$ cat src/hdl/tcw_pkg.sv
// ----------------------------------------------------------------------------
// tcw_pkg
// Shared codes and item layouts for the text console writer.
// ----------------------------------------------------------------------------
package tcw_pkg;

  typedef enum logic [1:0] {
    CMD_PUT      = 2'd0,
    CMD_SET_STOP = 2'd1,
    CMD_CLEAR    = 2'd2,
    CMD_READ     = 2'd3
  } cmd_t;

  localparam logic [7:0] CH_BACKSPACE = 8'h08;
  localparam logic [7:0] CH_TAB       = 8'h09;
  localparam logic [7:0] CH_NEWLINE   = 8'h0a;

  localparam logic [3:0] FG_RESET = 4'h7;
  localparam logic [3:0] BG_RESET = 4'h0;

  localparam logic REG_FG = 1'b0;
  localparam logic REG_BG = 1'b1;

  localparam int IN_DATA_W  = 24;
  localparam int IN_USER_W  = 2;
  localparam int OUT_DATA_W = 40;

  // Result item, last field in the lowest bits.
  typedef struct packed {
    logic       pad;
    logic       scrolled;
    logic [7:0] cell_attr;
    logic [7:0] cell_char;
    logic [10:0] stop_position;
    logic [10:0] cursor_position;
  } result_t;

endpackage

$ cat src/hdl/tcw_cfg.sv
// ----------------------------------------------------------------------------
// tcw_cfg
// Configuration registers: foreground and background color.
// ----------------------------------------------------------------------------
module tcw_cfg (
  input  logic        clk,
  input  logic        rst,
  input  logic        psel,
  input  logic        penable,
  input  logic        pwrite,
  input  logic [2:0]  paddr,
  input  logic [31:0] pwdata,
  output logic [31:0] prdata,
  output logic        pready,
  output logic [7:0]  attr
);

  logic [3:0] fg_color;
  logic [3:0] bg_color;
  logic       wr_en;

  assign pready = 1'b1;
  assign wr_en  = psel && penable && pwrite && pready;

  always_ff @(posedge clk) begin
    if (rst) begin
      fg_color <= tcw_pkg::FG_RESET;
      bg_color <= tcw_pkg::BG_RESET;
    end else if (wr_en) begin
      if (paddr[2] == tcw_pkg::REG_FG) begin
        fg_color <= pwdata[3:0];
      end else begin
        bg_color <= pwdata[3:0];
      end
    end
  end

  always_comb begin
    if (paddr[2] == tcw_pkg::REG_FG) begin
      prdata = {28'd0, fg_color};
    end else begin
      prdata = {28'd0, bg_color};
    end
  end

  // Background in the high nibble.
  assign attr = {bg_color, fg_color};

endmodule

$ cat config.mk
export PLATFORM = sky130hd
export DESIGN_NAME = tcw_cfg
export DESIGN_NICKNAME = d
export VERILOG_FILES = /design/src/hdl/tcw_pkg.sv /design/src/hdl/tcw_cfg.sv
export SDC_FILE = /design/constraint.sdc
export NUM_CORES = 1
export LEC_CHECK = 0
export BUFFER_PORTS_ARGS = -buffer_cell sky130_fd_sc_hd__buf_4
export CORE_ASPECT_RATIO = 1.1
export CORE_UTILIZATION = 31
export DETAILED_ROUTE_END_ITERATION = 7
export PLACE_DENSITY = 0.88
export RECOVER_POWER = 25
export SLEW_MARGIN = 20
export SYNTH_ARGS = -nofsm -noshare
export SYNTH_HDL_FRONTEND = slang
export SYNTH_SLANG_ARGS = --single-unit
$ cat constraint.sdc
create_clock -name clk -period 0.8 [get_ports clk]
set_input_delay 0 -clock clk [delete_from_list [all_inputs] [get_ports clk]]
set_output_delay 0 -clock clk [all_outputs]
set_load 0.05 [all_outputs]
==> results.md, run 1 <==
* Cts bufs inserted at 3
* Required time of the critical path at 0.80 ns
* Synth Area in Simple Gates at 15.5%
* WL final at 1060 um
* Most frequent cells in the layout: 29 x conb_1, 18 x buf_4, 9 x nand2b_1
* Vias in the first global route at 429
* Cells after synthesis at 71
* CP Data Arrival Time at 0.98 ns
* Via Count at 454
* WP buf/inv at 1
* Final nets at 139
* Worst skew pair latency at 0.25 ns
* First-pass GRT wire length at 1720 um
* HPWL Detailed at 835 um
* Slowest cell on crit path: dfxtp_2
* RSZ-0062 raised after global routing: true
* Crit-path cells: mux2_4 -> buf_8
* Clk_skew at 0 ns
* Die Y at 49.2 um
* Setup ws final at -0.184 ns
* VDD IR max at 0.000747 V
* Port-buffer cells at 21
* Via density at 3.66
* Commonest non-fill, non-tap cell in the layout: conb_1
* Number of synthesized register bits at 8
* Ports at 81
* Area delta synth->final at 34.1%
* Ys Warns at 0
* Die Wd at 44.9 um
* Largest delay share family, worst path: flip-flops
* Routed Antenna Nets at 0
* Antenna diodes at 0
* Crit-path max FO at 2
* Largest net degree at the start of global routing at 16
* Post-synthesis adder-cell area fraction at 0%
* Post-synthesis mux area share at 19.9%
* Final min period at 0.984 ns
* Max-cap violations at 0
* Root Driver: clkbuf_4
* Avg Synthesized Cell Area at 8.85 sq um
* Drt drc at 0
* Pwr dens at 1510 nW/um^2
* Main combinational cell family by area after synthesis: buffers and inverters
* Gpl congestion at 0.628
* Min-Delay Path Class: primary input to register
* Final setup fails at 9
* Register Area at 170 sq um
* H-Tree Level Count at 1
* Fillers at 193
* Max-slew violations at 0
* Initial core utilization at 34.1%
* Leak Pwr at 0.414 nW
* Die Area at 2210 sq um
* Footprint of the multi-input gates at 349 sq um
* TritonCTS clock tree: done
* Ratio of cells with drive above 1 in the final layout at 45.4%
* Setup CP Type: register to output port
* Synth cell types at 12
* Worst-path clk slew at 0.05 ns
* Final Hold Fails at 0
* Routed length per instance at 8.57 um
* Total GRT Usage at 10.7%
* Startpoint Class: register
* Core area at 1840 sq um
* DRC marker count from the first detailed-route iteration at 6
* Hold slack at 0.0252 ns
* FP Rows at 16
* Post-Synth XOR/XNOR Area at 0%
* Compound-cell area share of the yosys netlist at 0%
* Crit share post-route at 123%
* Post-Layout Cell Count at 124
* CTS Hold Buffers Added at 0
* Post-Syn Area at 628 sq um
* Inst Count DP at 116
* CP peak stage delay at 0.32 ns
* Fmax at 1.02 GHz
* Failing checks: setup timing
* Run status: finished with violations
* Clock Sink Count at 8
* Antenna violations before repair at 0
* Final core utilization at 45.7%
* Seq/Total Area, Yosys at 25.5%
* Clk buf depth at 2
* GRT overflow at 0
* Critical path capture point type: output port
* Pre-Repair DR Iteration Count at 3
==> what timing repair did <==
item,in CTS,in global routing
gates resized for setup,13,3
setup buffers,5,0
pin swaps,0,0
endpoints found under the setup margin,5,13
==> flip-flops by register name, summed over array words and instances, names as in the netlist <==
register  flops
bg_color      4
fg_color      4
==> per-stage QoR <==
stage	cell area [sq um]	setup WS, ns	TNS [ns]	power [mW]
after floorplan	754	0.0161	0	0.967
after global placement	723	-0.0139	-0.0491	0.936
after detailed placement	723	-0.0656	-0.164	0.941
after CTS	832	-0.196	-0.969	1.28
after global routing	842	-0.222	-1.27	1.35
final	842	-0.184	-0.871	1.27
==> logic make-up after synthesis <==
family / count (synthesis)
buffers and inverters: 32
DFF: 8
muxes: 12
other: 2
and+or+nand+nor: 17
==> per-layer routing <==
layer  wire, um  part of all wire, %  track usage (%)  vias up
li1           -                    -                -      219
met1        400                   38             10.5      201
met2        563                   53             20.6       34
met3         99                  9.3             5.56        0
met4          0                    0                0        0
met5          0                    0                0        -
==> cell usage after synthesis <==
cell type	number	share of area, %
clkbuf_2	1	0.80
buf_4	29	35
nor2_1	6	3.6
and4_1	1	1.4
nand2b_1	9	9.0
clkbuf_1	1	0.60
buf_6	1	1.8
mux2i_1	8	13
mux2_2	4	7.2
dfxtp_1	8	25
and4b_1	1	1.6
conb_1	2	1.2
==> worst paths after layout <==
check                                              start                       end  slack, ns  cells after the start
worst min-delay path                           pwdata[2]  bg_color[2]$_SDFFE_PP0P_       0.03                      3
worst max register to register  fg_color[0]$_SDFFE_PP1P_  fg_color[0]$_SDFFE_PP1P_       0.06                      3
worst max-delay path            fg_color[0]$_SDFFE_PP1P_                 prdata[0]      -0.18                      2
worst min register to register  bg_color[2]$_SDFFE_PP0P_  bg_color[2]$_SDFFE_PP0P_       0.48                      2
==> final cells by class <==
cell class / count / share of cell area [%]
repair buffers: 28 / 31.6
clock buffers: 3 / 2.67
flip-flops and latches: 8 / 20.2
well taps: 27 / 4.01
multi-input cells: 58 / 41.5
==> worst register-to-register path: stages, from the launching register on <==
cell and delay, ns:
dfxtp_2 0.32, buf_4 0.13, nor2_2 0.10, mux2i_1 0.07
==> power breakdown <==
group | total [mW] | switching [mW] | internal [mW] | leakage (nW)
Combinational | 0.556 | 0.428 | 0.128 | 0.334
Clock | 0.300 | 0.129 | 0.171 | 0.0138
Sequential | 0.414 | 0.00508 | 0.409 | 0.0659
(Power assumes the default switching activity.)
==> run 2: changes to the inputs <==
- CORE_UTILIZATION: 31 -> 28
- PLACE_DENSITY: 0.88 -> 0.84
- clock period: 0.8 -> 0.9 ns (I/O delays scaled with it)
==> run 2 against run 1 <==
The flow still finishes with violations (setup timing). Combinational power decreased by 12%. Non-clock buffer count unchanged. Cell count increased by 0.81%. Final area decreased by 1.0%. Clock power decreased by 9.7%. Global-route usage increased by 0.18 points. Setup slack improved by 0.084 ns. Clock skew unchanged. Register-to-register slack improved by 0.10 ns. Critical endpoint is now prdata[1].
==> results.md, run 2 (same netlist as run 1, synthesis figures left out) <==
* Run status: finished with violations
* Failing checks: setup timing
* Clk buf depth at 2 (unchanged)
* Routed length per instance at 9.50 um (+11%)
* Clk_skew at 0 ns (unchanged)
* Area delta synth->final at 32.7%
* Via Count at 454 (unchanged)
* Antenna diodes at 0 (unchanged)
* RSZ-0062 raised after global routing: true
* Commonest non-fill, non-tap cell in the layout: conb_1
* H-Tree Level Count at 1 (unchanged)
* Hold endpoint: fg_color[1]$_SDFFE_PP1P_
* WP buf/inv at 1 (unchanged)
* Setup ws final at -0.101 ns (+0.0835 ns)
* Clock Sink Count at 8 (unchanged)
* GRT overflow at 0 (unchanged)
* Final min period at 1.00 ns
* Ratio of cells with drive above 1 in the final layout at 41.2% (-4.1 points)
* Slowest cell on crit path: dfxtp_2
* Worst Hold Depth at 3 (unchanged)
* Cts bufs inserted at 3 (unchanged)
* Ports at 81 (unchanged)
* Post-Layout Cell Count at 125 (+0.81%)
* Largest delay share family, worst path: flip-flops
* Max-slew violations at 0 (unchanged)
* Largest registers: bg_color (4), fg_color (4)
* CP Data Arrival Time at 1.00 ns (+0.02 ns)
* Routed Antenna Nets at 0 (unchanged)
* Root Driver: clkbuf_4
* Pre-CTS setup slack at 0.0355 ns (+0.101 ns)
* Gpl congestion at 0.618 (-1.5%)
* Crit share post-route at 111%
* Final nets at 139 (unchanged)
* Critical path capture point type: output port
* Die Wd at 47.2 um (+5.0%)
* Pwr dens at 1360 nW/um^2 (-10%)
* Min-Delay Path Class: primary input to register
* DRC marker count from the first detailed-route iteration at 2 (-4)
* Worst R2R Setup Slack at 0.16 ns (+0.10 ns)
* Via density at 3.63 (-0.80%)
* VDD IR max at 0.000448 V (-40%)
* Crit-path cells: mux2_4 -> buf_8
* WL final at 1190 um (+12%)
* Crit-path max FO at 2 (unchanged)
* Die Y at 51.7 um (+5.0%)
* Vias in the first global route at 411 (-4.2%)
* Setup CP Type: register to output port
* WP depth at 2 (unchanged)
* Leak Pwr at 0.412 nW (-0.49%)
* Core area at 2060 sq um (+12%)
* Required time of the critical path at 0.90 ns (+0.10 ns)
* FP Rows at 17 (+1)
* Final Hold Fails at 0 (unchanged)
* Final core utilization at 40.4% (-5.3 points)
* Inst Count DP at 115 (-0.86%)
* Most frequent cells in the layout: 29 x conb_1, 18 x buf_4, 9 x nand2b_1
* Initial core utilization at 30.4% (-3.7 points)
* Hold path start: pwdata[1]
* Antenna violations before repair at 0 (unchanged)
* Startpoint Class: register
* CP peak stage delay at 0.32 ns (about the same)
* Reg2reg end: fg_color[0]$_SDFFE_PP1P_
* Final setup fails at 4 (-5)
* Drt drc at 0 (unchanged)
* TritonCTS clock tree: done
* Power Total at 1.13 mW (-11%)
* Worst-path clk slew at 0.05 ns (about the same)
* Worst skew pair latency at 0.25 ns (about the same)
* Pre-Repair DR Iteration Count at 3 (unchanged)
* First-pass GRT wire length at 1830 um (+6.4%)
* Port-buffer cells at 21 (unchanged)
* RR Startpoint: fg_color[0]$_SDFFE_PP1P_
* Total GRT Usage at 10.9% (+0.18 points)
* HPWL Detailed at 857 um (+2.6%)
* Fmax at 0.999 GHz
* Max-cap violations at 0 (unchanged)
* Largest net degree at the start of global routing at 16 (unchanged)
* FF-to-FF path depth at 3 (unchanged)
* Die Area at 2440 sq um (+10%)
run 2: changes by cell type in the layout (fill, tap and decap cells not counted):
cell and delta:
buf_6 +1, nor2_1 +1, nor2_2 -1, dfxtp_1 +3
buf_8 -1, dfxtp_2 -3
run 2: report_power, final:
| part | internal (mW) | leakage, nW | total (mW) | switching, mW |
|---|---|---|---|---|
| Combinational | 0.110 | 0.333 | 0.491 | 0.381 |
| Clock | 0.152 | 0.0138 | 0.271 | 0.118 |
| Sequential | 0.363 | 0.0644 | 0.368 | 0.00453 |
| Total | 0.625 | 0.412 | 1.13 | 0.504 |
run 2: worst max path at each step:
stage,start,to
6_report,fg_color[1]$_SDFFE_PP1P_,prdata[1]
5_1_grt,fg_color[0]$_SDFFE_PP1P_,prdata[0]
4_1_cts,fg_color[2]$_SDFFE_PP1P_,prdata[2]
3_5_place_dp,paddr[2],fg_color[3]$_SDFFE_PP0P_
3_3_place_gp,paddr[2],fg_color[1]$_SDFFE_PP1P_
2_1_floorplan,fg_color[0]$_SDFFE_PP1P_,prdata[0]
run 2: layout make-up:
cell class,count,area (sq um)
clock buffers,3,22.5
fillers,210,1230
multi-input cells,58,347
flip-flops and latches,8,166
well taps,28,35.0
repair buffers,28,263
run 2: per-stage QoR:
stage	hold WS (ns)	TNS (ns)	cell area, sq um
2_1_floorplan	0.147	-0.149	738
3_3_place_gp	0.270	0	693
3_5_place_dp	0.282	0	693
4_1_cts	0.0189	-0.382	815
5_1_grt	0.0129	-0.498	833
6_report	0.0254	-0.367	833
run 2: routing by layer:
metal / part of all wire (%) / wire (um) / track usage, % / vias to the layer above
met2: 56 / 663 / 19.2 / 25
met3: 6.4 / 76 / 4.17 / 0
li1: - / - / - / 223
met5: 0 / 0 / 0 / -
met4: 0 / 0 / 4.29 / 0
met1: 38 / 448 / 11.2 / 206
run 2: worst min-delay path: stages:
cell,delay [ns]
buf_4,0.09
nor2_1,0.04
mux2i_1,0.11
run 2: repair_timing:
| action | 4_1_cts | 5_1_grt |
|---|---|---|
| resized for setup | 13 | 6 |
| endpoints found under the hold margin | 0 | 0 |
| gates cloned | 0 | 0 |
| setup buffers | 7 | 0 |
| pin swaps | 0 | 0 |
| hold buffers | 0 | 0 |
| endpoints found under the setup margin | 4 | 10 |
==> run 3: changes to the inputs <==
- SKIP_CTS_REPAIR_TIMING: default -> 1
==> run 3 against run 2 <==
The run still ends with setup timing left. Core utilization fell by 5.0 points. Non-clock buffer count fell by 7. Power fell by 3.6%. Cell count fell by 5.6%. Clock skew did not move. Fmax rose by 0.56%. Register-to-register slack improved by 0.13 ns. Setup slack improved by 0.0055 ns. Largest cell class unchanged. Critical path depth did not move. Clock-buffer cell count did not move. Sequential share of layout area rose by 3.0 points.
==> results.md, run 3 (same netlist as run 1, synthesis figures left out) <==
* Crit-path cells: mux2_2 -> buf_6
* Die Y at 51.7 um (unchanged)
* Required time of the critical path at 0.90 ns (about the same)
* Routed length per instance at 8.85 um (-6.9%)
* Via density at 3.66 (+0.80%)
* HPWL Detailed at 857 um (unchanged)
* Largest registers: bg_color (4), fg_color (4)
* Final Hold Fails at 0 (unchanged)
* Cts bufs inserted at 3 (unchanged)
* Die Wd at 47.2 um (unchanged)
* Vias in the first global route at 340 (-17%)
* Clk buf depth at 2 (unchanged)
* Drt drc at 0 (unchanged)
* Setup TNS at -0.365 ns (+0.00177 ns)
* Largest net degree at the start of global routing at 16 (unchanged)
* Core area at 2060 sq um (unchanged)
* Max-slew violations at 0 (unchanged)
* Max-cap violations at 0 (unchanged)
* Port-buffer cells at 21 (unchanged)
* Final setup fails at 4 (unchanged)
* Largest delay share family, worst path: flip-flops
* Ratio of cells with drive above 1 in the final layout at 37.8% (-3.5 points)
* First-pass GRT wire length at 1410 um (-23%)
* Final min period at 0.995 ns (-0.00554 ns)
* Clk_skew at 0 ns (unchanged)
* CP Data Arrival Time at 1.00 ns (about the same)
* Commonest non-fill, non-tap cell in the layout: conb_1
* Internal power at 599 uW (-4.2%)
* Crit share post-route at 111% (-0.62 points)
* Clock power frac at 24.4% (+0.4 points)
* Ports at 81 (unchanged)
* WL final at 1040 um (-12%)
* GRT overflow at 0 (unchanged)
* Hold slack at 0.0256 ns (+0.000182 ns)
* Critical path capture point type: output port
* Antenna diodes at 0 (unchanged)
* Switching Fraction at 45.0% (+0.36 points)
* Sequential power share at 33.9% (+1.4 points)
* FP Rows at 17 (unchanged)
* Final nets at 132 (-5.0%)
* Pwr dens at 1490 nW/um^2 (+10%)
* Failing checks: setup timing
* Antenna violations before repair at 0 (unchanged)
* Switch Pwr at 490 uW (-2.8%)
* Area delta synth->final at 16.1%
* CP peak stage delay at 0.33 ns (about the same)
* Hold path start: pwdata[1]
* Via Count at 432 (-4.8%)
* Final core utilization at 35.4% (-5.0 points)
* Most frequent cells in the layout: 29 x conb_1, 17 x buf_4, 9 x nand2b_1
* CP Launch Point: bg_color[1]$_SDFFE_PP0P_
* Slowest cell on crit path: dfxtp_2
* Crit-path max FO at 3 (+1)
* Setup CP Type: register to output port
* RSZ-0062 raised after global routing: true
* Clock Sink Count at 8 (unchanged)
* Pre-Repair DR Iteration Count at 4 (+1)
* Combinational share of power at 41.6% (-1.9 points)
* Run status: finished with violations
* Gpl congestion at 0.618 (unchanged)
* Worst-path clk slew at 0.05 ns (about the same)
* Worst skew pair latency at 0.25 ns (about the same)
* Setup ws final at -0.0951 ns (+0.00554 ns)
* VDD IR max at 0.000423 V (-5.6%)
* RR Startpoint: fg_color[2]$_SDFFE_PP1P_
* Power Total at 1.09 mW (-3.6%)
* Startpoint Class: register
* H-Tree Level Count at 1 (unchanged)
* TritonCTS clock tree: done
* WP buf/inv at 1 (unchanged)
* Die Area at 2440 sq um (unchanged)
* Root Driver: clkbuf_4
* Initial core utilization at 30.4% (unchanged)
* Fmax at 1.00 GHz (+0.56%)
* Leak Pwr at 0.351 nW (-15%)
* Fillers at 226 (+7.6%)
* Total GRT Usage at 8.48% (-2.4 points)
* DRC marker count from the first detailed-route iteration at 5 (+3)
* Routed Antenna Nets at 0 (unchanged)
* Min-Delay Path Class: primary input to register
run 3: changes by cell type in the layout (fill, tap and decap cells not counted):
cell,change
buf_6,-2
mux2_2,+4
buf_8,-4
buf_4,-1
mux2_4,-4
dfxtp_2,+1
dfxtp_1,-1
run 3: metal layers:
layer	track usage, %	vias to the layer above	part of all wire (%)
li1	-	209	-
met1	8.46	198	38
met2	14.1	25	55
met3	4.17	0	7.6
met4	4.29	0	0
met5	0	-	0
run 3: final cells by class:
cell class,count,area (sq um),share of cell area [%]
tap,28,35.0,4.80
timing repair buffer,21,173,23.7
multi-input combinational,58,332,45.5
sequential,8,168,23.0
clock buffer,3,22.5,3.09
run 3: power by group through the flow:
stage	Combinational [mW]	Sequential, mW	Clock, mW
after floorplan	0.448	0.404	0
final	0.454	0.370	0.266
after CTS	0.446	0.370	0.280
after global placement	0.442	0.377	0
after detailed placement	0.446	0.377	0
after global routing	0.476	0.371	0.299
run 3: worst paths after layout:
path	to	slack, ns	cells past startpoint
setup / recovery	prdata[1]	-0.1	2
hold / removal	fg_color[1]$_SDFFE_PP1P_	0.03	3
setup reg to reg	fg_color[2]$_SDFFE_PP1P_	0.29	2
hold reg to reg	bg_color[3]$_SDFFE_PP0P_	0.49	2
run 3: worst reg2reg max path, stage by stage (launching register included):
cell and delay [ns]:
dfxtp_2 0.33, nor2_1 0.10, mux2i_1 0.07
run 3: metrics by stage:
stage / instance area [sq um] / setup WS (ns) / cells
detailed placement: 693 / 0.0355 / 115
global placement: 693 / 0.0536 / 115
finish: 729 / -0.0951 / 118
floorplan: 738 / -0.149 / 98
global route: 729 / -0.126 / 118
CTS: 716 / -0.130 / 118
