**config.mk**
```make
export PLATFORM = sky130hd
export DESIGN_NAME = tcw_ctrl
export DESIGN_NICKNAME = d
export VERILOG_FILES = /design/src/hdl/tcw_pkg.sv /design/src/hdl/tcw_ctrl.sv
export SDC_FILE = /design/constraint.sdc
export NUM_CORES = 1
export LEC_CHECK = 0
export BUFFER_PORTS_ARGS = -buffer_cell sky130_fd_sc_hd__buf_4
export CAP_MARGIN = 20
export CELL_PAD_IN_SITES_DETAIL_PLACEMENT = 1
export CELL_PAD_IN_SITES_GLOBAL_PLACEMENT = 1
export CORE_ASPECT_RATIO = 1.5
export CORE_UTILIZATION = 39
export CTS_CLUSTER_DIAMETER = 50
export DETAILED_ROUTE_END_ITERATION = 12
export GPL_ROUTABILITY_DRIVEN = 0
export HOLD_SLACK_MARGIN = 0.15
export PLACE_DENSITY_LB_ADDON = 0.1
export SLEW_MARGIN = 10
export SYNTH_ARGS = -nofsm -noshare
export SYNTH_HDL_FRONTEND = slang
export SYNTH_SLANG_ARGS = --single-unit
```
**constraint.sdc**
```tcl
create_clock -name clk -period 3.95 [get_ports clk]
set_input_delay 0.1975 -clock clk [delete_from_list [all_inputs] [get_ports clk]]
set_output_delay 0.1975 -clock clk [all_outputs]
set_load 0.005 [all_outputs]
```
**src/hdl/tcw_pkg.sv**
```systemverilog
// ----------------------------------------------------------------------------
// tcw_pkg
// Shared codes and item layouts for the text console writer.
// ----------------------------------------------------------------------------
package tcw_pkg;

  typedef enum logic [1:0] {
    CMD_PUT      = 2'd0,
    CMD_SET_STOP = 2'd1,
    CMD_CLEAR    = 2'd2,
    CMD_READ     = 2'd3
  } cmd_t;

  localparam logic [7:0] CH_BACKSPACE = 8'h08;
  localparam logic [7:0] CH_TAB       = 8'h09;
  localparam logic [7:0] CH_NEWLINE   = 8'h0a;

  localparam logic [3:0] FG_RESET = 4'h7;
  localparam logic [3:0] BG_RESET = 4'h0;

  localparam logic REG_FG = 1'b0;
  localparam logic REG_BG = 1'b1;

  localparam int IN_DATA_W  = 24;
  localparam int IN_USER_W  = 2;
  localparam int OUT_DATA_W = 40;

  // Result item, last field in the lowest bits.
  typedef struct packed {
    logic       pad;
    logic       scrolled;
    logic [7:0] cell_attr;
    logic [7:0] cell_char;
    logic [10:0] stop_position;
    logic [10:0] cursor_position;
  } result_t;

endpackage

```
**src/hdl/tcw_ctrl.sv**
```systemverilog
// ----------------------------------------------------------------------------
// tcw_ctrl
// Command sequencer: cursor, column and stop registers, memory sweeps for
// clear and scroll, and the result register.
// ----------------------------------------------------------------------------
module tcw_ctrl #(
  parameter int COLUMNS  = 80,
  parameter int ROWS     = 25,
  parameter int TAB_STEP = 4,
  localparam int CELL_COUNT = COLUMNS * ROWS,
  localparam int AW = $clog2(CELL_COUNT)
) (
  input  logic                           clk,
  input  logic                           rst,
  input  logic [7:0]                     attr,
  input  logic                           s_tvalid,
  output logic                           s_tready,
  input  logic [tcw_pkg::IN_DATA_W-1:0]  s_tdata,
  input  logic [tcw_pkg::IN_USER_W-1:0]  s_tuser,
  output logic                           m_tvalid,
  input  logic                           m_tready,
  output logic [tcw_pkg::OUT_DATA_W-1:0] m_tdata,
  output logic                           mem_we,
  output logic [AW-1:0]                  mem_waddr,
  output logic [15:0]                    mem_wdata,
  output logic [AW-1:0]                  mem_raddr,
  input  logic [15:0]                    mem_rdata
);

  localparam int CW   = $clog2(CELL_COUNT + TAB_STEP);
  localparam int CNTW = $clog2(CELL_COUNT + 1);
  localparam int COLW = $clog2(COLUMNS);
  localparam int SUMW = COLW + 5;
  localparam int COPY_N = CELL_COUNT - COLUMNS;

  typedef enum logic [2:0] {
    ST_SWEEP,
    ST_IDLE,
    ST_EXEC,
    ST_SCROLL,
    ST_RD_WAIT,
    ST_DONE
  } state_t;

  state_t            state;
  tcw_pkg::cmd_t     cmd;
  logic [7:0]        chr;
  logic [10:0]       pos;
  logic [CW-1:0]     cursor;
  logic [COLW-1:0]   col;
  logic [AW-1:0]     stop;
  logic [CNTW-1:0]   cnt;
  logic [15:0]       fill;
  logic              sweep_reply;
  logic              rd_ok;
  logic [15:0]       rd_cell;
  logic              scrolled;

  logic [15:0]       blank;
  logic [SUMW-1:0]   col_sum;
  logic [SUMW-1:0]   col_red;
  logic [SUMW-1:0]   col_tab;
  logic [CW-1:0]     put_cursor;
  logic [COLW-1:0]   put_col;
  logic              put_we;
  logic [CW-1:0]     put_waddr;
  logic [15:0]       put_wdata;
  logic [CW-1:0]     cur_up;
  logic [AW-1:0]     stop_up;
  logic              pos_ok;
  tcw_pkg::result_t  result;

  assign s_tready = (state == ST_IDLE);
  assign blank    = {attr, 8'h00};
  assign pos_ok   = 32'(pos) < 32'(CELL_COUNT);
  assign cur_up   = cursor - CW'(COLUMNS);
  assign stop_up  = (stop >= AW'(COLUMNS)) ? stop - AW'(COLUMNS) : '0;

  // Column after a tab: at most two wraps for the narrowest screen.
  always_comb begin
    col_sum = SUMW'(col) + SUMW'(TAB_STEP);
    col_red = (col_sum >= SUMW'(COLUMNS)) ? col_sum - SUMW'(COLUMNS) : col_sum;
    col_tab = (col_red >= SUMW'(COLUMNS)) ? col_red - SUMW'(COLUMNS) : col_red;
  end

  always_comb begin
    put_cursor = cursor;
    put_col    = col;
    put_we     = 1'b0;
    put_waddr  = cursor;
    put_wdata  = {attr, chr};
    case (chr)
      tcw_pkg::CH_BACKSPACE: begin
        if (cursor > CW'(stop)) begin
          put_cursor = cursor - CW'(1);
          put_col    = (col == '0) ? COLW'(COLUMNS - 1) : col - COLW'(1);
          put_we     = 1'b1;
          put_waddr  = cursor - CW'(1);
          put_wdata  = blank;
        end
      end
      tcw_pkg::CH_TAB: begin
        put_cursor = cursor + CW'(TAB_STEP);
        put_col    = COLW'(col_tab);
      end
      tcw_pkg::CH_NEWLINE: begin
        put_cursor = cursor + CW'(COLUMNS) - CW'(col);
        put_col    = '0;
      end
      default: begin
        put_cursor = cursor + CW'(1);
        put_col    = (col == COLW'(COLUMNS - 1)) ? '0 : col + COLW'(1);
        put_we     = 1'b1;
      end
    endcase
  end

  // Memory port steering.
  always_comb begin
    mem_we    = 1'b0;
    mem_waddr = '0;
    mem_wdata = '0;
    mem_raddr = '0;
    case (state)
      ST_SWEEP: begin
        mem_we    = 1'b1;
        mem_waddr = AW'(cnt);
        mem_wdata = fill;
      end
      ST_EXEC: begin
        if (cmd == tcw_pkg::CMD_PUT) begin
          mem_we    = put_we;
          mem_waddr = AW'(put_waddr);
          mem_wdata = put_wdata;
        end else if (cmd == tcw_pkg::CMD_READ) begin
          mem_raddr = AW'(pos);
        end
      end
      ST_SCROLL: begin
        // Read one row ahead; write in the cycle after the read.
        if (cnt < CNTW'(COPY_N)) begin
          mem_raddr = AW'(cnt + CNTW'(COLUMNS));
        end
        if (cnt != '0) begin
          mem_we    = 1'b1;
          mem_waddr = AW'(cnt - CNTW'(1));
          mem_wdata = (cnt <= CNTW'(COPY_N)) ? mem_rdata : blank;
        end
      end
      default: begin
      end
    endcase
  end

  always_comb begin
    result                 = '0;
    result.cursor_position = 11'(cursor);
    result.stop_position   = 11'(stop);
    result.cell_char       = rd_cell[7:0];
    result.cell_attr       = rd_cell[15:8];
    result.scrolled        = scrolled;
  end

  always_ff @(posedge clk) begin
    if (rst) begin
      state       <= ST_SWEEP;
      cnt         <= '0;
      fill        <= '0;
      sweep_reply <= 1'b0;
      cursor      <= '0;
      col         <= '0;
      stop        <= '0;
      scrolled    <= 1'b0;
      m_tvalid    <= 1'b0;
    end else begin
      if (m_tvalid && m_tready && state != ST_DONE) begin
        m_tvalid <= 1'b0;
      end
      case (state)
        ST_SWEEP: begin
          if (cnt == CNTW'(CELL_COUNT - 1)) begin
            cnt   <= '0;
            state <= sweep_reply ? ST_DONE : ST_IDLE;
          end else begin
            cnt <= cnt + CNTW'(1);
          end
        end
        ST_IDLE: begin
          if (s_tvalid) begin
            cmd      <= tcw_pkg::cmd_t'(s_tuser);
            chr      <= s_tdata[7:0];
            pos      <= s_tdata[18:8];
            scrolled <= 1'b0;
            rd_cell  <= '0;
            state    <= ST_EXEC;
          end
        end
        ST_EXEC: begin
          case (cmd)
            tcw_pkg::CMD_PUT: begin
              cursor <= put_cursor;
              col    <= put_col;
              cnt    <= '0;
              state  <= (put_cursor >= CW'(CELL_COUNT)) ? ST_SCROLL : ST_DONE;
            end
            tcw_pkg::CMD_SET_STOP: begin
              stop  <= pos_ok ? AW'(pos) : AW'(CELL_COUNT - 1);
              state <= ST_DONE;
            end
            tcw_pkg::CMD_CLEAR: begin
              fill        <= blank;
              cnt         <= '0;
              sweep_reply <= 1'b1;
              cursor      <= '0;
              col         <= '0;
              stop        <= '0;
              state       <= ST_SWEEP;
            end
            tcw_pkg::CMD_READ: begin
              rd_ok <= pos_ok;
              state <= ST_RD_WAIT;
            end
            default: state <= ST_DONE;
          endcase
        end
        ST_RD_WAIT: begin
          rd_cell <= rd_ok ? mem_rdata : '0;
          state   <= ST_DONE;
        end
        ST_SCROLL: begin
          if (cnt == CNTW'(CELL_COUNT)) begin
            cnt      <= '0;
            cursor   <= cur_up;
            stop     <= stop_up;
            scrolled <= 1'b1;
            state    <= (cur_up >= CW'(CELL_COUNT)) ? ST_SCROLL : ST_DONE;
          end else begin
            cnt <= cnt + CNTW'(1);
          end
        end
        ST_DONE: begin
          // Hold until the result register is free.
          if (!m_tvalid || m_tready) begin
            m_tdata     <= result;
            m_tvalid    <= 1'b1;
            sweep_reply <= 1'b0;
            state       <= ST_IDLE;
          end
        end
        default: state <= ST_IDLE;
      endcase
    end
  end

endmodule

```
==> results of run 1 <==
-- kinds of logic after synthesis --
| group | Yosys count |
|---|---|
| flops | 131 |
| buf+inv | 114 |
| fa+ha+maj | 56 |
| xor+xnor | 46 |
| simple gates | 369 |
| other cells | 1 |
| mux | 3 |
| compound gates | 267 |
-- state kept, by name, indices dropped and copies added (netlist names) --
signal       count
cmd              2
pos             11
m_tvalid         1
rd_ok            1
cursor          11
col              7
rd_cell         16
state            3
cnt             11
fill             8
chr              8
sweep_reply      1
stop            11
m_tdata         39
scrolled         1
-- power breakdown --
group	total (uW)	internal [uW]	leakage (uW)	switching (uW)
clock	1740	1090	0.000301	644
combinational	139	78.6	0.00298	60.1
sequential	1440	1440	0.00117	6.62
-- final timing paths --
path,startpoint,endpoint,cells past startpoint
setup reg to reg,col[1]$_SDFFE_PP0P_,state[2]$_SDFFE_PP0P_,14
hold reg to reg,rd_cell[9]$_SDFFCE_PN0P_,m_tdata[31]$_DFFE_PP_,0
hold / removal,m_tready,sweep_reply$_SDFFE_PP0P_,4
setup / recovery,col[1]$_SDFFE_PP0P_,state[2]$_SDFFE_PP0P_,14
-- worst reg2reg max path: stages (launching register included) --
cell       delay, ps
dfxtp_1          390
inv_1            120
ha_1             320
ha_1             230
inv_1             80
fa_1             210
nand2b_1         150
a21oi_1          130
a2111oi_1        520
o32ai_1          240
or4_1            510
a22oi_1          250
o31ai_1          130
nor2_2           150
o221ai_1         130
-- cells in the mapped netlist (4+ instances only) --
cell type,number
nor2b_1,13
or2_2,5
nand4_1,10
nand2b_1,11
or4_1,4
nor3_1,31
a222oi_1,8
dfxtp_1,54
and3_1,9
a22o_1,9
a21o_1,6
a22oi_1,10
or3_1,10
clkbuf_1,50
edfxtp_1,77
xnor2_1,29
a21oi_1,58
a211oi_1,12
nor4_1,4
o221ai_1,10
and4_1,6
nand2_1,95
inv_1,56
o21ai_0,71
nor3b_1,6
a211o_1,5
and2_1,23
ha_1,55
nor2_1,87
o211ai_1,8
a31oi_1,9
xor2_1,17
a32oi_1,4
o22ai_1,5
o31ai_1,8
a32o_1,9
nand3_1,41
-- area by class of cell --
cell class                      count  area, um^2  share of cell area, %
Sequential cell                   131        3400                   30.5
Inverter                           57         214                   1.92
Tap cell                          272         340                   3.06
Clock inverter                     12         178                   1.60
Multi-Input combinational cell    742        4830                   43.4
Timing Repair Buffer              214        1720                   15.4
Clock buffer                       20         457                   4.10
-- what timing repair did --
item,4_1_cts,5_1_grt
gates resized for setup,0,6
setup buffers,0,1
hold buffers,45,0
setup endpoints to repair,0,5
hold endpoints to repair,45,0
-- through the flow --
step	total power (uW)	cells
after global routing	3400	1448
after detailed placement	1570	1370
after floorplan	1510	987
after global placement	1570	1370
final	3320	1448
after CTS	3330	1447
-- metal layers --
| metal | routed length (um) | GRT usage (%) |
|---|---|---|
| met1 | 12900 | 33.4 |
| met2 | 17400 | 54.9 |
| met3 | 1400 | 4.52 |
| met4 | 1080 | 12.0 |
| met5 | 0 | 0 |
==> flow_metrics.py, run 1 <==
metrics = {
    "outcome": {
        "status": "complete, no violations",
    },
    "critical_path": {
        "worstPathMaxFanout": 5,
        "slowest_stage": "a2111oi_1",
        "worst-path-buf-inv": 2,
        "end_kind": "flip-flop",
        "crit_family": "compound AO/OA/AOI/OAI gates",
        "required_ps": 4240,
        "crit_chain": "inv_1 > ha_1 > ha_1 > inv_1 > fa_1 > nand2b_1 > a21oi_1 > a2111oi_1 > o32ai_1 > or4_1 > a22oi_1 > o31ai_1 > nor2_2 > o221ai_1",
        "cp-start-kind": "flip-flop",
        "critical_path_class": "reg2reg",
        "critPathArrivalTime_ps": 4000,
        "slowest_delay_ps": 520,
        "rrSetupSlack_ps": 250,
    },
    "route": {
        "postRouteAntennaNets": 0,
        "vias": 8559,
        "drtIter0Drc": 553,
        "post_drt_wl_per_cell_um": 22.6,
        "vias_per_cell": 5.91,
        "firstDrtPassIters": 6,
        "drc": 0,
        "wl_um": 32800,
    },
    "die": {
        "die_h_um": 184,
        "die_w_um": 123,
        "row_count": 66,
        "die-area_um2": 22700,
        "ios": 135,
        "initial_core_util_pct": 39.7,
        "core_area_um2": 21700,
    },
    "clock_tree": {
        "clkTransAtPathRegs_ps": 60,
        "cts_buffers": 17,
        "clk_latency_ps": 440,
        "clockBufferDepth": 2,
        "htreeDepth": 4,
        "cts_root_buf": "clkbuf_16",
        "cts.sinks": 131,
        "cts_tree": "yes",
    },
    "timing": {
        "drv_slew": 0,
        "finClkSkew_ps": 16.2,
        "worst_slew_pin_slew_ps": 980,
        "slew_headroom_pct": 34.4,
        "setup_violations": 0,
        "setup_tns_ps": 0,
        "fin_crit_ps": 3700,
        "finalCritPeriodShare_pct": 93.7,
        "fmax_mhz": 270,
        "finalHoldViolCount": 0,
        "setup_slack_ps": 248,
        "rsz0062_at_grt": "no",
        "holdWs_ps": 174,
    },
    "placed_design": {
        "dpl-instance-area_um2": 10000,
        "port_buffers": 128,
        "post-place-ws_ps": 159,
        "hpwl_um": 24000,
    },
    "yosys": {
        "yosys.cell_types.count": 81,
        "synth-simple-area-share_pct": 21.4,
        "synth_nets": 1097,
        "synthesis.instances": 987,
        "synth_compound_area_share_pct": 20.8,
        "synth_area_leaders": "edfxtp_1, dfxtp_1, ha_1",
        "synth_top_cell_area_share_pct": 26.8,
        "synth_top_area_cell": "edfxtp_1",
        "syn_area_per_cell_um2": 8.74,
        "ys.flop_type": "edfxtp_1",
        "synth_top_family_by_area": "simple AND/OR/NAND/NOR gates",
        "syn_area_um2": 8630,
        "ys_seq_area_share_pct": 39.3,
        "synth.mux.area_fraction_pct": 0.362,
        "ys_warn_count": 0,
        "synth_fa_ha_area_share_pct": 8.21,
        "synth_edf_count": 77,
        "synth_xor_area_share_pct": 4.67,
        "async_reset_ff_share_pct": 0,
        "synth_seq_cells": 131,
    },
    "cells_and_area": {
        "n_fill_cell": 2562,
        "area_growth_pct": 29.0,
        "layout_common_cells": "buf_4, nand2_1, nor2_1",
        "antenna_cells": 0,
        "stdcell_area_um2": 11100,
        "layout_commonest_cell": "buf_4",
        "drive_gt1_share_pct": 18.9,
        "final_core_util_pct": 51.3,
        "nNetsFinal": 1273,
    },
    "global_routing": {
        "grt_pass1_wl_um": 50500,
        "grt-ovfl-total": 0,
        "antenna_found_initial": 0,
        "grt_max_degree": 47,
        "grt_pass1_vias": 9020,
        "grtUsageTotal_pct": 29.8,
    },
    "pwr": {
        "powerDensity_nw_per_um2": 298,
        "ir_worst_vdd_uv": 250,
        "power.leakage_uw": 0.00446,
    },
    "job": {
        "maxCapViolCount": 0,
    },
    "worst_hold_path": {
        "hp-class": "in2reg",
    },
}
No activity file was read; power rests on OpenSTA's default activity.
==> run 2: changes to the inputs <==
ABC_AREA = 1   (was default)
CORE_UTILIZATION = 38   (was 39)
==> run 2 against run 1 <==
  * First-iteration DRC count decreased by 16%
  * Via count is 4.0% higher
  * Clock skew shrank 11 ps
  * Critical path depth is the same
  * Critical endpoint is now mem_waddr[3]
  * Combinational power is 12% higher
  * Setup slack improved by 370 ps
  * Highest routed layer unchanged
  * Synthesized area grew 3.9%
  * Non-clock buffer count fell by 17
  * Sequential power about the same
==> flow_metrics.py, run 2 <==
metrics = {
    "global_routing": {
        "grt_max_degree": 40,
        "grt_pass1_vias": 9570,
        "grt_pass1_wl_um": 52500,
        "grt-ovfl-total": 0,
        "antenna_found_initial": 0,
        "grtUsageTotal_pct": 28.9,
    },
    "cells_and_area": {
        "layout_common_cells": "nand2_1, inv_1, buf_4",
        "layout_commonest_cell": "nand2_1",
        "stdcell_area_um2": 11400,
        "area_growth_pct": 26.6,
        "largest_register_ffs": 39,
        "antenna_cells": 0,
        "top_regs": "m_tdata x39, rd_cell x16",
        "drive_gt1_share_pct": 18.4,
        "max_flop_register": "m_tdata",
        "nNetsFinal": 1463,
        "n_fill_cell": 2818,
    },
    "placed_design": {
        "dpl-instance-area_um2": 10300,
        "port_buffers": 128,
        "post-place-ws_ps": 686,
        "hpwl_um": 25100,
    },
    "route": {
        "routed-wl-met2_um": 17900,
        "postRouteAntennaNets": 0,
        "post_drt_wl_per_cell_um": 19.9,
        "vias_per_cell": 5.30,
        "dr_wl_met3_um": 1390,
        "vias": 8901,
        "wl_met1_um": 12700,
        "drtIter0Drc": 464,
        "firstDrtPassIters": 5,
        "dr.max_layer_used": "met4",
        "drc": 0,
        "wl_um": 33500,
    },
    "timing": {
        "setup_violations": 0,
        "finalHoldViolCount": 0,
        "holdWs_ps": 242,
        "setup_tns_ps": 0,
        "fmax_mhz": 300,
        "finalCritPeriodShare_pct": 84.4,
        "finClkSkew_ps": 5.29,
        "setup_slack_ps": 618,
        "drv_slew": 0,
        "rsz0062_at_grt": "no",
        "worst_slew_pin_slew_ps": 779,
        "slew_headroom_pct": 47.9,
        "fin_crit_ps": 3330,
    },
    "critical_path": {
        "cp-start-kind": "flip-flop",
        "end_kind": "primary output",
        "critPathArrivalTime_ps": 3130,
        "critical_path_class": "reg2out",
        "worstPathMaxFanout": 9,
        "required_ps": 3750,
    },
    "die": {
        "row_count": 68,
        "die_h_um": 190,
        "die-area_um2": 24200,
        "ios": 135,
        "core_area_um2": 23100,
        "initial_core_util_pct": 38.9,
        "die_w_um": 127,
    },
    "yosys": {
        "yosys.cell_types.count": 63,
        "ys_warn_count": 0,
        "synth_seq_cells": 131,
        "synth_top_cell_area_share_pct": 25.8,
        "yosysMostFrequentCell": "nand2_1",
        "synth_nets": 1283,
        "synth_area_leaders": "edfxtp_1, dfxtp_1, nand2_1",
        "synthesis.instances": 1173,
        "syn_area_um2": 8970,
        "synth_top_area_cell": "edfxtp_1",
        "synth_edf_count": 77,
        "ys_seq_area_share_pct": 37.8,
        "async_reset_ff_share_pct": 0,
        "synth_commonest_cells": "nand2_1, inv_1, nor2_1, nand3_1, edfxtp_1",
        "syn_area_per_cell_um2": 7.64,
        "ys.flop_type": "edfxtp_1",
    },
    "clock_tree": {
        "post_cts_buffers": 0,
        "cts-hold-fix-buffers": 47,
        "clkTransAtPathRegs_ps": 60,
        "postCtsResizedCells": 0,
        "htreeDepth": 4,
        "clk_latency_ps": 430,
        "cts_buffers": 17,
        "cts_root_buf": "clkbuf_16",
        "clockBufferDepth": 2,
        "cts.sinks": 131,
        "cts_tree": "yes",
    },
    "job": {
        "maxCapViolCount": 0,
    },
    "worst_hold_path": {
        "hp-class": "in2reg",
    },
    "pwr": {
        "powerDensity_nw_per_um2": 280,
        "power.leakage_uw": 0.00505,
        "ir_worst_vdd_uv": 406,
    },
    "outcome": {
        "status": "complete, no violations",
    },
}
-- run 2: cell types whose count changed after synthesis, sizes merged, moves of 10 or more --
cell,change
nor2b,-13
nand2b,-11
or3,-10
a21oi,+16
nand2,+130
buf,+18
inv,+130
and2,-23
xor2,+12
xnor2,-26
nand3,+52
clkbuf,-39
nor2,+48
-- run 2: layout make-up --
type / instances / area [um^2] / area share (%)
Clock buffer: 19 / 443 / 3.90
Clock inverter: 13 / 134 / 1.18
Inverter: 190 / 714 / 6.29
Multi-Input combinational cell: 816 / 4670 / 41.2
Sequential cell: 131 / 3390 / 29.9
Tap cell: 315 / 394 / 3.47
Timing Repair Buffer: 197 / 1600 / 14.1
-- run 2: worst paths after layout --
kind,from,depth (start not counted),slack (ps),to
max,cursor[0]$_SDFFE_PP0P_,14,620,mem_waddr[3]
max reg2reg,cursor[0]$_SDFFE_PP0P_,22,670,state[2]$_SDFFE_PP0P_
min reg2reg,rd_cell[14]$_SDFFCE_PN0P_,0,420,m_tdata[36]$_DFFE_PP_
min,rst,2,240,col[5]$_SDFFE_PP0P_
-- run 2: logic make-up after synthesis --
| family | count (synthesis) | share of synthesized area, % |
|---|---|---|
| AND/OR/NAND/NOR | 505 | 25.4 |
| buffers and inverters | 226 | 10.1 |
| AO/OA/AOI/OAI | 222 | 15.4 |
| flip-flops | 131 | 37.8 |
| adder cells (fa/ha/maj) | 56 | 7.90 |
| XOR/XNOR | 32 | 3.29 |
| other | 1 | 0.0418 |
-- run 2: per-layer routing --
metal  up-vias  global-route usage (%)
met5         -                       0
li1       4296                       -
met3        74                    5.74
met4         0                    14.6
met1      4291                    29.7
met2       240                    54.7
-- run 2: worst max-delay path: stages, from the launching register on --
cell      delay (ps)
dfxtp_1          570
inv_1            110
buf_4            200
ha_1             310
inv_1             40
nor2_1           130
nand3_2          210
nand2_4          210
inv_2            110
nand4_1           90
nand3_1          110
o21ai_0          200
nand2_1          100
o221ai_1         120
buf_4            170
-- run 2: power by group --
group | internal [uW] | leakage [uW] | switching [uW]
registers | 1440 | 0.00114 | 1.97
logic | 82.4 | 0.00363 | 72.2
clock network | 943 | 0.000281 | 642
total | 2460 | 0.00505 | 716
-- run 2: per-stage QoR --
stage | std cells | power, uW | utilization [%]
global placement | 1600 | 1580 | 44.6
detailed placement | 1600 | 1580 | 44.6
floorplan | 1173 | 1520 | -
global route | 1681 | 3270 | 49.3
CTS | 1679 | 3200 | 49.2
finish | 1681 | 3180 | 49.3
